===== src/rtl/core/pthl_pkg.sv =====
`default_nettype none
package pthl_pkg;

    // Result status codes.
    localparam logic [1:0] ST_OK         = 2'd0;
    localparam logic [1:0] ST_MISS       = 2'd1;
    localparam logic [1:0] ST_STORE_FULL = 2'd2;
    localparam logic [1:0] ST_OVF_FULL   = 2'd3;

    // Operation codes.
    localparam logic OP_INSERT = 1'b0;
    localparam logic OP_LOOKUP = 1'b1;

    // Commands from the controller to the datapath.
    typedef struct packed {
        logic clear_step;   // clear one slot table address after reset
        logic capture;      // latch the input transaction, start hashing
        logic hash_step;    // advance the hash pipeline
        logic rd_slots;     // read hash slot 1 and slot 2
        logic rd_entry1;    // read entry named by slot 1
        logic rd_entry2;    // read entry named by slot 2
        logic rd_ovf;       // read overflow list at scan pointer
        logic rd_entry_ovf; // read entry named by overflow list
        logic ovf_adv;      // advance scan pointer
        logic ins_write;    // perform the insert writes
        logic fin_hit;      // finish with found data
        logic fin_miss;     // finish with not found
        logic fin_full;     // finish with store full
    } pthl_cmd_t;

    // Status from the datapath to the controller.
    typedef struct packed {
        logic clear_done;   // clearing pass is at its last address
        logic op_lookup;
        logic key_zero;
        logic store_full;
        logic hit;          // last read entry matches the key
        logic ovf_more;     // scan pointer below overflow count
    } pthl_stat_t;

endpackage
`default_nettype wire


===== src/rtl/core/pthl_ctrl.sv =====
`default_nettype none
module pthl_ctrl
    import pthl_pkg::*;
(
    input  wire logic       clk,
    input  wire logic       rst_n,
    input  wire logic       start,
    output logic            busy,
    output pthl_cmd_t       cmd,
    input  wire pthl_stat_t stat
);

    typedef enum logic [3:0] {
        S_CLEAR, S_IDLE, S_HASH0, S_HASH1, S_HASH2, S_HASH3, S_SLOTS, S_DECIDE,
        S_E1, S_C1, S_E2, S_C2, S_OVF, S_OE, S_OC
    } state_t;

    state_t state_reg, state_next;

    // Next state and commands.
    always_comb
    begin
        state_next = state_reg;
        cmd = '0;
        case (state_reg)
            S_CLEAR:
            begin
                cmd.clear_step = 1'b1;
                if (stat.clear_done)
                begin
                    state_next = S_IDLE;
                end
            end
            S_IDLE:
            begin
                if (start)
                begin
                    cmd.capture = 1'b1;
                    state_next = S_HASH0;
                end
            end
            S_HASH0:
            begin
                cmd.hash_step = 1'b1;
                state_next = S_HASH1;
            end
            S_HASH1:
            begin
                cmd.hash_step = 1'b1;
                state_next = S_HASH2;
            end
            S_HASH2:
            begin
                cmd.hash_step = 1'b1;
                state_next = S_HASH3;
            end
            S_HASH3:
            begin
                cmd.hash_step = 1'b1;
                state_next = S_SLOTS;
            end
            S_SLOTS:
            begin
                cmd.rd_slots = 1'b1;
                state_next = S_DECIDE;
            end
            S_DECIDE:
            begin
                if (!stat.op_lookup)
                begin
                    if (stat.store_full)
                    begin
                        cmd.fin_full = 1'b1;
                    end
                    else
                    begin
                        cmd.ins_write = 1'b1;
                    end
                    state_next = S_IDLE;
                end
                else if (stat.key_zero)
                begin
                    cmd.fin_miss = 1'b1;
                    state_next = S_IDLE;
                end
                else
                begin
                    cmd.rd_entry1 = 1'b1;
                    state_next = S_E1;
                end
            end
            S_E1:
            begin
                state_next = S_C1;
            end
            S_C1:
            begin
                if (stat.hit)
                begin
                    cmd.fin_hit = 1'b1;
                    state_next = S_IDLE;
                end
                else
                begin
                    cmd.rd_entry2 = 1'b1;
                    state_next = S_E2;
                end
            end
            S_E2:
            begin
                state_next = S_C2;
            end
            S_C2:
            begin
                if (stat.hit)
                begin
                    cmd.fin_hit = 1'b1;
                    state_next = S_IDLE;
                end
                else
                begin
                    state_next = S_OVF;
                end
            end
            S_OVF:
            begin
                if (stat.ovf_more)
                begin
                    cmd.rd_ovf = 1'b1;
                    state_next = S_OE;
                end
                else
                begin
                    cmd.fin_miss = 1'b1;
                    state_next = S_IDLE;
                end
            end
            S_OE:
            begin
                cmd.rd_entry_ovf = 1'b1;
                state_next = S_OC;
            end
            S_OC:
            begin
                state_next = S_OVF;
                cmd.ovf_adv = 1'b1;
                if (stat.hit)
                begin
                    cmd.fin_hit = 1'b1;
                    state_next = S_IDLE;
                end
            end
            default:
            begin
                state_next = S_IDLE;
            end
        endcase
    end

    // State register.
    always_ff @(posedge clk or negedge rst_n)
    begin
        if (!rst_n)
        begin
            state_reg <= S_CLEAR;
        end
        else
        begin
            state_reg <= state_next;
        end
    end

    assign busy = (state_reg != S_IDLE);

endmodule
`default_nettype wire


===== config.mk =====
export PLATFORM = sky130hd
export DESIGN_NAME = pthl_ctrl
export DESIGN_NICKNAME = d
export VERILOG_FILES = /design/src/rtl/core/pthl_pkg.sv /design/src/rtl/core/pthl_ctrl.sv
export SDC_FILE = /design/constraint.sdc
export NUM_CORES = 1
export LEC_CHECK = 0
export BUFFER_PORTS_ARGS = -buffer_cell sky130_fd_sc_hd__clkbuf_2
export CAP_MARGIN = 40
export CELL_PAD_IN_SITES_DETAIL_PLACEMENT = 1
export CELL_PAD_IN_SITES_GLOBAL_PLACEMENT = 2
export CORE_UTILIZATION = 20
export DETAILED_ROUTE_END_ITERATION = 10
export GPL_TIMING_DRIVEN = 0
export PLACE_DENSITY_LB_ADDON = 0.1
export SETUP_SLACK_MARGIN = 0.3
export SYNTH_ARGS = -nofsm -noshare
export SYNTH_HDL_FRONTEND = slang
export SYNTH_SLANG_ARGS = --single-unit

===== constraint.sdc =====
create_clock -name clk -period 1.2 [get_ports clk]
set_input_delay 0.12 -clock clk [delete_from_list [all_inputs] [get_ports clk]]
set_output_delay 0.12 -clock clk [all_outputs]
set_load 0.05 [all_outputs]

==> Word-level counts from Yosys, hierarchy flattened <==
Cells that the tools add are included.
{ "word_totals": {"mem_bits_ro": 0, "latch_bits": 0, "in_bits": 9, "memories": 0, "mem_bits_rw": 0, "register_bits": 4, "output_inout_bits": 14} }
{ "op_classes": {"div": 0, "eq_ne": 17, "n_mul": 0, "n_mux": 34, "add_sub_neg": 0, "magnitude_cmp": 0, "shift": 0, "bitwise": 0, "reduce_logical": 5} }
{ "ops": {"columns": ["operator", "n"], "rows": [
  ["case mux 4 bit (14 select lines)", 1],
  ["equality test 4 bit, second input constant", 7],
  ["two-way mux 4 bit", 7],
  ["two-way mux 1 bit", 25],
  ["equality test 4 x 3 -> 1 bit, second input constant", 4],
  ["equality test 4 x 2 -> 1 bit, second input constant", 2],
  ["equality test 4 x 1 -> 1 bit, second input constant", 1],
  ["logical NOT 4 bit", 1],
  ["!= test 2 bit, second input constant", 2],
  ["!= test 4 x 1 -> 1 bit, second input constant", 1],
  ["OR reduction 4 bit", 1],
  ["OR reduction 3 bit", 1],
  ["case mux 1 bit (2 select lines)", 1],
  ["AND reduction 2 bit", 1],
  ["OR reduction 2 bit", 1]
]} }

==> Logic depth before layout (Yosys ltp) <==
{ "logic_depth": {"depth_word": 3, "ltp_mapped": 5} }

==> Worst setup path after synthesis <==
No wires, ideal clock.
{ "synth_path": {"kind": "register to register", "start": "register state_reg[1]", "end": "register state_reg[0]", "required_ns": 0.988, "setup_ns": 0.212, "path_stages_with_launch": 4, "path_buffers": 1, "path_slack_ns": -1.357, "arrival_time_ns": 2.345, "path_cell_list": "dfrtp_1 -> buf_6 -> nor4_1 -> a22oi_1"} }
{ "synth_between": {"elab_chain_cells": 3, "elab_cells_between_ends": 20, "cone_classes": "eq/ne (16); mux (1); reduce/logical (3)"} }
{ "synth_rtl": {"columns": ["item", "line_no", "rtl"], "rows": [
  ["start, declared", "pthl_ctrl.sv:18", "state_t state_reg, state_next;"],
  ["start signal, assigned", "pthl_ctrl.sv:169", "state_reg <= state_next;"],
  ["equality test 4 bit, or another cell as far along", "pthl_ctrl.sv:25", "case (state_reg)"],
  ["OR reduction 2 bit (no line) / != test 2 bit (equally long branches)", null, null],
  ["case mux 4 bit (14 select lines) / AND reduction 2 bit (equally long branches)", null, null]
]} }
Several ways; a longest one is shown, not always the timed one.
A chain may end at the register's enable or synchronous reset.

==> results.cfg <==
[finish]
fin_area_um2 = 1430
diodes = 0
drive_gt1_share_pct = 78.2
syn2layout_area_growth_pct = 197
final_common_cell = buf_4
largest_reg_flops = 4
final_cell_mix = buf_4, buf_8, buf_6
nets = 129

[placed_design]
place_hpwl_mm = 1.21
port_buffers = 22
placed_cell_area_um2 = 815
gp_congestion = 0.686

[logic_synthesis]
yosys_warnings = 0
ys_ff_latch = 4
synth_fp_nets = 71
syn-cell-area_um2 = 479
seq_area_frac_synth_pct = 20.9
ys_types = 34
syn_area_per_cell_um2 = 7.73
syn_inst = 62

[sta]
rsz0062_at_grt = true
whs_ns = 0.154
layout_min_cycle_time_ns = 1.68
hold_viol = 0
relSlewSlack_pct = 81.8
report.final.slew_viol_count = 0
clock-skew-final_ns = 0.00522
worstMarginPinSlew_ns = 0.273
max_freq_mhz = 594
finalWorstSetupSlack_ns = -0.483
post-route-period-util_pct = 140
setup_viol = 18

[setup_path]
worstSetupPathType = flip-flop to primary output
crit_path_end_kind = primary output
cp-start-kind = flip-flop
path_max_fanout = 6
arrival_ns = 1.56
r2r_setup_slack_ns = -0.20
crit_required_ns = 1.08

[clocking]
h-tree-depth = 1
clk_path_buf_depth = 2
cts_sinks = 4
cts_tree = yes
cts_buffers = 3
path_clk_slew_ns = 0.04
root_buffer = clkbuf_4
insertion_delay_ns = 0.24

[run_status]
violations = negative setup slack
status = complete, but fails checks

[routing]
wl_mm = 2.57
first_iter_violations = 6
drt_pass1_iterations = 4
routedWlPerCell_um = 17.5
via_per_inst = 4.90
ant_nets = 0
vias = 721
drc = 0

[grt]
gr-total-overflow = 0
grt_usage_pct = 20.8
antenna_found_initial = 0
grt_max_degree = 11
grt_pass1_wl_mm = 3.90
first_global_vias = 755

[die]
die_width_um = 51.0
core_region_area_um2 = 2230
fp-row-count = 17
dieHeight_um = 51.0
dieArea_um2 = 2600
initial_core_util_pct = 21.5
io-pin-count = 23

[power]
power.density_nw_per_um2 = 2860
leakage_nw = 0.608
ir_worst_vdd_uv = 1950

[hold_path]
holdCritPathClass = input port to flip-flop

[run]
cap_viol_max_count = 0
==> final timing paths <==
kind / depth (start not counted) / startpoint / end
min in group asynchronous: 2 / rst_n / state_reg[0]
setup reg to reg: 5 / state_reg[1] / state_reg[0]
setup / recovery: 3 / state_reg[0] / cmd[1]
max in group asynchronous: 2 / rst_n / state_reg[3]
hold / removal: 3 / stat[5] / state_reg[0]
hold reg to reg: 2 / state_reg[0] / state_reg[1]
==> cell type report <==
type / instances / area [um^2]
Inverter: 1 / 3.75
Multi-Input combinational cell: 51 / 593
Sequential cell: 4 / 103
Tap cell: 28 / 35.0
Timing Repair Buffer: 53 / 576
Fill cell: 237 / 808
Buffer: 6 / 88.8
Clock buffer: 4 / 26.3
==> metrics by stage <==
step / worst slack (ns) / util, % / power, mW / std cells / TNS [ns]
CTS: -0.525 / 59.6 / 3.64 / 137 / -5.24
detailed placement: -0.445 / 36.5 / 2.19 / 112 / -3.23
global placement: -0.445 / 36.5 / 2.19 / 112 / -3.30
global route: -0.522 / 63.8 / 4.25 / 147 / -6.28
finish: -0.483 / 63.8 / 4.07 / 147 / -5.45
floorplan: -0.351 / - / 1.85 / 62 / -2.79
==> power breakdown <==
part / internal [mW] / leakage [nW] / switching [mW]
combinational: 1.90 / 0.546 / 1.70
clock: 0.126 / 0.0150 / 0.0666
sequential: 0.206 / 0.0476 / 0.0784
total: 2.23 / 0.608 / 1.84
==> worst max-delay path, stage by stage (launching register included) <==
cell      delay, ns
dfrtp_2        0.44
or4b_4         0.56
a21boi_4       0.16
buf_8          0.16
==> logic make-up (layout without fill, tap and decap cells) <==
kind of cell	count (synthesis)	after routing	synth area share (%)
and+or+nand+nor	37	37	47.5
xor gates and xnor gates	1	1	1.83
AOI/OAI and AO/OA	11	11	16.7
DFF	4	4	20.9
buffers and inverters	7	64	8.35
muxes	2	2	4.70
==> timing repair <==
action	in CTS	in global routing
buffers inserted	19	10
hold buffers	1	0
endpoints found under the hold margin	4	0
pin swaps	11	10
gates resized for setup	58	12
cloned	1	0
endpoints found under the setup margin	18	18
==> Yosys cell counts <==
master | n | area share (%)
a21boi_1 | 1 | 1.6
a41oi_1 | 1 | 1.8
or3_1 | 1 | 1.3
nor3b_1 | 2 | 3.1
and2_1 | 1 | 1.3
and3_1 | 1 | 1.3
nor4b_2 | 1 | 3.1
a211oi_1 | 1 | 1.6
nor2_1 | 6 | 4.7
a22oi_1 | 1 | 1.6
buf_2 | 5 | 5.2
or2_2 | 1 | 1.3
nor3_1 | 2 | 2.1
dfrtp_1 | 4 | 21
a31o_1 | 1 | 1.8
or3b_1 | 2 | 3.7
nor4_1 | 1 | 1.3
or4b_1 | 1 | 2.1
o21ai_1 | 1 | 1.0
nand2b_1 | 2 | 2.6
xnor2_1 | 1 | 1.8
buf_6 | 1 | 2.3
nor2b_1 | 2 | 2.6
mux2_1 | 2 | 4.7
nand4b_1 | 2 | 3.7
nand4_1 | 2 | 2.6
nor4b_1 | 1 | 1.8
inv_1 | 1 | 0.78
a2111oi_0 | 1 | 1.8
a21bo_1 | 1 | 2.1
o22ai_1 | 1 | 1.3
nor3b_2 | 1 | 2.6
nand2_1 | 8 | 6.3
a21oi_1 | 2 | 2.1
==> per-layer routing <==
metal  vias up  track usage (%)  routed length [um]
li1        342                -                   -
met1       357             23.7                1010
met2        18             36.4                1440
met3         4             2.38                  73
met4         0             13.0                  50
met5         -                0                   0
Note: power is estimated with default switching activity, not from simulation.
